[config.mk]
export PLATFORM = sky130hd
export DESIGN_NAME = ip_blocklist_packet_filter_core
export DESIGN_NICKNAME = d
export VERILOG_FILES = /design/src/rtl/core/ipbl_pkg.sv /design/src/rtl/core/ipbl_mem.sv /design/src/rtl/core/ip_blocklist_packet_filter_core.sv
export SDC_FILE = /design/constraint.sdc
export NUM_CORES = 1
export LEC_CHECK = 0
export BUFFER_PORTS_ARGS = -buffer_cell sky130_fd_sc_hd__buf_2
export CAP_MARGIN = 20
export CORE_MARGIN = 3
export CORE_UTILIZATION = 55
export DETAILED_ROUTE_END_ITERATION = 12
export HOLD_SLACK_MARGIN = 0.15
export PLACE_DENSITY_LB_ADDON = 0.05
export SLEW_MARGIN = 40
export SYNTH_ARGS = -nofsm -noshare
export SYNTH_HDL_FRONTEND = slang
export SYNTH_SLANG_ARGS = --single-unit
[constraint.sdc]
create_clock -name clk -period 3.6 [get_ports clk]
set_input_delay 0.72 -clock clk [delete_from_list [all_inputs] [get_ports clk]]
set_output_delay 0.72 -clock clk [all_outputs]
set_load 0.01 [all_outputs]
[src/rtl/core/ipbl_pkg.sv]
// ipbl_pkg: operation codes and sequencer state type for the blocklist filter.
// No dependencies; imported by the top level.
`timescale 1ns / 1ps

package ipbl_pkg;

    // operation codes carried on the op port
    localparam logic [1:0] OP_ADD    = 2'd0;
    localparam logic [1:0] OP_REMOVE = 2'd1;
    localparam logic [1:0] OP_CHECK  = 2'd2;

    typedef enum logic [1:0] {
        ST_IDLE,
        ST_SCAN,
        ST_SHIFT
    } state_t;

endpackage

[src/rtl/core/ipbl_mem.sv]
// ipbl_mem: address table storage, one write port and one registered read port.
// No package dependencies; instantiated by ip_blocklist_packet_filter_core.
`timescale 1ns / 1ps

module ipbl_mem #(
    parameter int DEPTH = 16,
    parameter int AW    = 4
) (
    input  logic          clk,
    input  logic          wr_en,
    input  logic [AW-1:0] wr_addr,
    input  logic [31:0]   wr_data,
    input  logic          rd_en,
    input  logic [AW-1:0] rd_addr,
    output logic [31:0]   rd_data
);

    logic [31:0] mem [DEPTH];
    logic [31:0] rd_data_reg;

    // contents undefined until written; no reset
    always_ff @(posedge clk)
    begin
        if (wr_en)
        begin
            mem[wr_addr] <= wr_data;
        end
    end

    always_ff @(posedge clk)
    begin
        if (rd_en)
        begin
            rd_data_reg <= mem[rd_addr];
        end
    end

    assign rd_data = rd_data_reg;

endmodule

[src/rtl/core/ip_blocklist_packet_filter_core.sv]
// ip_blocklist_packet_filter_core: blocklist table with add, remove and packet check.
// Depends on ipbl_pkg and ipbl_mem.
`timescale 1ns / 1ps

// Channel    | Signals                                   | Handshake
// -----------+-------------------------------------------+-------------------------------
// command    | op, addr_a, addr_b, header_present        | beat taken when start && !busy
// result     | ok, drop, entry_count                     | one-cycle done strobe, no stall
//
// Scan: the 32-bit compare logic walks the table, one entry per cycle, behind
// the registered memory read. Add, check and a missed remove walk every entry
// below the count before done; a duplicate add or a dropped check that hits
// ends at the hit. A remove that hits then shifts the entries above it down:
// the shift reads one entry and writes the one below each cycle. Op 3, a
// headerless check and an add to a full table are answered without a scan.
// busy is high while a scan or shift runs and is low again when the done
// strobe, which is high for one cycle, rises; a new command may start in
// that cycle. Reset clears the count and sequencer only; table entries are
// read only below the count, so no clearing pass is needed.

module ip_blocklist_packet_filter_core #(
    parameter int DEPTH = 16
) (
    input  logic        clk,
    input  logic        rst_n,
    input  logic        start,
    output logic        busy,
    input  logic [1:0]  op,
    input  logic [31:0] addr_a,
    input  logic [31:0] addr_b,
    input  logic        header_present,
    output logic        done,
    output logic        ok,
    output logic        drop,
    output logic [4:0]  entry_count
);

    import ipbl_pkg::*;

    // index width for the memory, count width able to hold DEPTH itself
    localparam int AW = (DEPTH > 1) ? $clog2(DEPTH) : 1;
    localparam int CW = $clog2(DEPTH + 1);

    state_t          state_reg,    state_next;
    logic [CW-1:0]   count_reg,    count_next;
    logic [CW-1:0]   scan_idx_reg, scan_idx_next;   // read issue pointer
    logic            pend_reg,     pend_next;       // read data valid
    logic [AW-1:0]   pend_idx_reg, pend_idx_next;   // index of read data
    logic [1:0]      op_reg,       op_next;
    logic [31:0]     key_a_reg,    key_a_next;
    logic [31:0]     key_b_reg,    key_b_next;
    logic            done_reg,     done_next;
    logic            ok_reg,       ok_next;
    logic            drop_reg,     drop_next;

    logic            mem_wr_en;
    logic [AW-1:0]   mem_wr_addr;
    logic [31:0]     mem_wr_data;
    logic            mem_rd_en;
    logic [31:0]     mem_rd_data;

    logic            issue;
    logic            hit;
    logic            accept;
    logic [CW+4:0]   count_ext;

    ipbl_mem #(
        .DEPTH (DEPTH),
        .AW    (AW)
    ) u_mem (
        .clk     (clk),
        .wr_en   (mem_wr_en),
        .wr_addr (mem_wr_addr),
        .wr_data (mem_wr_data),
        .rd_en   (mem_rd_en),
        .rd_addr (scan_idx_reg[AW-1:0]),
        .rd_data (mem_rd_data)
    );

    assign accept = start && (state_reg == ST_IDLE);
    assign issue  = (scan_idx_reg < count_reg);

    // shared compare unit: destination key only counts for a check
    assign hit = pend_reg &&
                 ((mem_rd_data == key_a_reg) ||
                  ((op_reg == OP_CHECK) && (mem_rd_data == key_b_reg)));

    always_ff @(posedge clk or negedge rst_n)
    begin
        if (!rst_n)
        begin
            state_reg    <= ST_IDLE;
            count_reg    <= '0;
            scan_idx_reg <= '0;
            pend_reg     <= 1'b0;
            done_reg     <= 1'b0;
        end
        else
        begin
            state_reg    <= state_next;
            count_reg    <= count_next;
            scan_idx_reg <= scan_idx_next;
            pend_reg     <= pend_next;
            done_reg     <= done_next;
        end
    end

    // payload registers
    always_ff @(posedge clk)
    begin
        pend_idx_reg <= pend_idx_next;
        op_reg       <= op_next;
        key_a_reg    <= key_a_next;
        key_b_reg    <= key_b_next;
        ok_reg       <= ok_next;
        drop_reg     <= drop_next;
    end

    always_comb
    begin
        state_next    = state_reg;
        count_next    = count_reg;
        scan_idx_next = scan_idx_reg;
        pend_next     = 1'b0;
        pend_idx_next = scan_idx_reg[AW-1:0];
        op_next       = op_reg;
        key_a_next    = key_a_reg;
        key_b_next    = key_b_reg;
        done_next     = 1'b0;
        ok_next       = ok_reg;
        drop_next     = drop_reg;
        mem_wr_en     = 1'b0;
        mem_wr_addr   = count_reg[AW-1:0];
        mem_wr_data   = key_a_reg;
        mem_rd_en     = 1'b0;

        unique case (state_reg)
            ST_IDLE:
            begin
                if (accept)
                begin
                    op_next       = op;
                    key_a_next    = addr_a;
                    key_b_next    = addr_b;
                    scan_idx_next = '0;
                    ok_next       = 1'b0;
                    drop_next     = 1'b0;
                    if (((op == OP_ADD) && (count_reg < CW'(DEPTH))) ||
                        (op == OP_REMOVE) ||
                        ((op == OP_CHECK) && header_present))
                    begin
                        state_next = ST_SCAN;
                    end
                    else
                    begin
                        // full add, headerless check, unused code
                        done_next = 1'b1;
                    end
                end
            end

            ST_SCAN:
            begin
                if (hit)
                begin
                    if (op_reg == OP_REMOVE)
                    begin
                        // close the gap starting at the hit
                        scan_idx_next = CW'(pend_idx_reg) + CW'(1);
                        state_next    = ST_SHIFT;
                    end
                    else
                    begin
                        // duplicate add fails; check drops
                        drop_next  = (op_reg == OP_CHECK);
                        done_next  = 1'b1;
                        state_next = ST_IDLE;
                    end
                end
                else if (!issue && !pend_reg)
                begin
                    // whole table seen, no match
                    if (op_reg == OP_ADD)
                    begin
                        mem_wr_en  = 1'b1;
                        count_next = count_reg + CW'(1);
                        ok_next    = 1'b1;
                    end
                    done_next  = 1'b1;
                    state_next = ST_IDLE;
                end
                else if (issue)
                begin
                    mem_rd_en     = 1'b1;
                    pend_next     = 1'b1;
                    scan_idx_next = scan_idx_reg + CW'(1);
                end
            end

            ST_SHIFT:
            begin
                if (pend_reg)
                begin
                    mem_wr_en   = 1'b1;
                    mem_wr_addr = pend_idx_reg - AW'(1);
                    mem_wr_data = mem_rd_data;
                end
                if (issue)
                begin
                    mem_rd_en     = 1'b1;
                    pend_next     = 1'b1;
                    scan_idx_next = scan_idx_reg + CW'(1);
                end
                else if (!pend_reg)
                begin
                    count_next = count_reg - CW'(1);
                    ok_next    = 1'b1;
                    done_next  = 1'b1;
                    state_next = ST_IDLE;
                end
            end

            default:
            begin
                state_next = ST_IDLE;
            end
        endcase
    end

    assign count_ext   = {5'd0, count_reg};
    assign busy        = (state_reg != ST_IDLE);
    assign done        = done_reg;
    assign ok          = ok_reg;
    assign drop        = drop_reg;
    assign entry_count = count_ext[4:0];

    // table never overfills
    assert property (@(posedge clk) disable iff (!rst_n)
        count_reg <= CW'(DEPTH))
        else $error("entry count above table depth");

    // an accepted beat either works on or reports at once
    assert property (@(posedge clk) disable iff (!rst_n)
        (start && !busy) |=> (busy || done))
        else $error("accepted beat lost");

    // a result is never both success and drop
    assert property (@(posedge clk) disable iff (!rst_n)
        done |-> !(ok && drop))
        else $error("ok and drop both set");

    // table writes only while an operation is in progress
    assert property (@(posedge clk) disable iff (!rst_n)
        mem_wr_en |-> (state_reg != ST_IDLE))
        else $error("table write while idle");

    // count changes only at the end of an operation
    assert property (@(posedge clk) disable iff (!rst_n)
        (count_reg != $past(count_reg)) |-> done)
        else $error("count changed without a result");

endmodule
==> qor.yml <==
worst_setup_path:
  worst_ep_arrival_time_ns: 3.20
  setup.worst_path.class: "reg2reg"
  crit_fanout: 23
  cp-start-kind: "flop"
  required_ns: 3.85
  r2r_slack_ns: 0.65
  crit_path_end_kind: "flop"
power:
  vdd_drop_max_mv: 0.476
  pwr-share-seq: 0.456
  power.density_mw_per_mm2: 694
  power_frac_comb: 0.213
  p_total_mw: 20.0
  p_leak_nw: 9.09
  switching_share: 0.267
  clkPwrFrac: 0.331
  p_int_mw: 14.7
  power_switching_mw: 5.36
synthesis:
  synth_top_area_frac: 0.738
  synthFlopType: "edfxtp_1"
  synth_enable_flop_cells: 612
  synth.area.top_cells: "edfxtp_1 74%, mux4_2 14%, xnor2_1 2.4%, mux2_2 1.6%, dfrtp_1 1.4%"
  synthesis.nets: 1231
  ys_types: 54
  syn_inst: 1146
  avgSynthCellArea_sq_um: 21.7
  yosys.area.top_type: "edfxtp_1"
  synthArstFlopShare: 0.0222
  synth_common_cells: "612 x edfxtp_1, 160 x mux4_2, 68 x xnor2_1, 35 x mux2_2, 25 x nand2_1"
  yosysMostFrequentCell: "edfxtp_1"
  syn_area_sq_mm: 0.0249
  synth_seq_cells: 630
  ys_warn_count: 0
  synth.yosys.seq_area_share: 0.755
cells_and_area:
  largest_reg_flops: 512
  final.fill_count: 2977
  regMostFlops: "u_mem.mem"
  drive_gt1_frac: 0.330
  syn_to_final_growth_pct: 15.8
  insertedDiodeCount: 0
  final_net_count: 1382
  stdcell_count: 1939
floorplan:
  die_h_um: 219
  top_level_ports: 79
  fp.dieW_um: 219
  start_util: 0.560
  dieArea_sq_mm: 0.0479
  rows: 77
  core_area_sq_mm: 0.0445
clocking:
  cts_hold_buf: 1
  cts_setup_buffers: 0
  cts-root-buf: "clkbuf_16"
  cts_resized: 0
  clock_latency_ns: 0.59
  htree_levels: 3
  cts_tree: "built"
  clock-sinks: 630
  clockBufferDepth: 3
  clkSlewWorstSetupHoldPaths_ns: 0.06
  cts-buffers-inserted: 66
detailed_routing:
  drt_wl_total_um: 59000
  detail-route-antenna-nets: 0
  drt_drc_violations_left: 0
  drtIter0Drc: 1294
  dr.pass1.iters: 5
  viasPerCell: 6.25
  vias: 12110
  drt-wirelength-per-cell_um: 30.4
timing:
  slew_headroom: 0.478
  fin_worst_skew_ns: 0.0369
  finalCritPeriodShare: 0.821
  setup_ws_ns: 0.646
  final-setup-viol-count: 0
  min_period_ns: 2.95
  drv_slew: 0
  hold_viol_final: 0
  rsz0062_at_grt: "no"
  worst_pin_slew_ns: 0.783
  fmax_ghz: 0.339
place:
  globalplace.congestion: 0.860
  preCtsSetupSlack_ns: 0.696
  place_inst: 1818
  dpl.hpwl_um: 34300
  portBuffers: 78
run_status:
  status: "finished, final reports clean"
grt:
  grt_pass1_wl_um: 86200
  grt_remaining_overflow: 0
  grt_pass1_vias: 12372
  grtUsageTotal: 0.256
  grt_max_degree: 134
  grt_antenna_before_repair: 0
min_path:
  hp-class: "in2reg"
job:
  cap_violations: 0
## cell families after synthesis
group / count (synthesis) / synth area share
compound gates: 55 / 0.0158
xor+xnor: 75 / 0.0264
fa+ha+maj: 15 / 0.00784
buf+inv: 65 / 0.0110
flops: 630 / 0.755
mux: 196 / 0.161
simple gates: 110 / 0.0230
## worst paths after layout
check / start / end / depth (start not counted)
min in group asynchronous: rst_n / pend_reg / 2
min: addr_b[30] / key_b_reg[30] / 1
max in group asynchronous: rst_n / scan_idx_reg[1] / 2
max reg2reg: entry_count[1] / u_mem.mem[4][14] / 11
max: entry_count[1] / u_mem.mem[4][14] / 11
min reg2reg: entry_count[3] / entry_count[3] / 2
## placed cells by master (no fill, tap or decap), drive strengths merged, types with 5 or more instances in the layout
cell and n:
edfxtp 612, nand2b 5, nor4 5, nor2 21
nand2 25, xor2 7, dfrtp 14, mux4 160
nand3 8, nand4 20, clkbuf 83, a21oi 9
a31oi 5, nor3 8, xnor2 68, mux2 35
bufinv 6, clkinv 27, inv 19, o21ai 9
buf 130, ha 14
## final cells by class
cell class                      count  area (sq um)  area share
Clock buffer                       83          1800      0.0624
Clock inverter                     35           314      0.0109
Inverter                           17          63.8     0.00221
Multi-Input combinational cell    451          5950       0.206
Sequential cell                   630         18800       0.652
Tap cell                          592           741      0.0257
Timing Repair Buffer              131          1150      0.0400
## routing by layer
layer	routed length (um)	up-vias	track usage
met1	24600	6420	0.375
met5	0	-	0
li1	-	5094	-
met3	3930	100	0.0364
met2	29100	496	0.412
met4	1450	0	0.0747
## power by group through the flow
| stage | sequential (mW) | combinational (mW) | clock, mW |
|---|---|---|---|
| finish | 9.13 | 4.28 | 6.63 |
| global route | 9.16 | 4.61 | 7.06 |
| CTS | 9.13 | 4.29 | 6.76 |
| detailed placement | 9.28 | 4.28 | 0 |
| global placement | 9.27 | 4.23 | 0 |
| floorplan | 9.16 | 2.99 | 0 |
## per-stage QoR
step	hold WS [ns]	setup TNS (ns)	area (sq um)	utilization
floorplan	0.368	-39.89	24900	-
global placement	0.545	0	26600	0.598
detailed placement	0.554	0	26700	0.599
CTS	0.274	0	28800	0.647
global route	0.284	0	28800	0.648
finish	0.300	0	28800	0.648
## critical path, stage by stage, from the launching register on
cell and delay, ns:
dfrtp_1 0.41, inv_1 0.12, ha_1 0.30, o211ai_1 0.09
o21ai_2 0.21, a31oi_1 0.14, nor3_1 0.26, a32o_1 0.25
nand3_1 0.20, buf_4 0.24, nor2_4 0.14, buf_12 0.25
No activity file was read; power rests on OpenSTA's default activity.
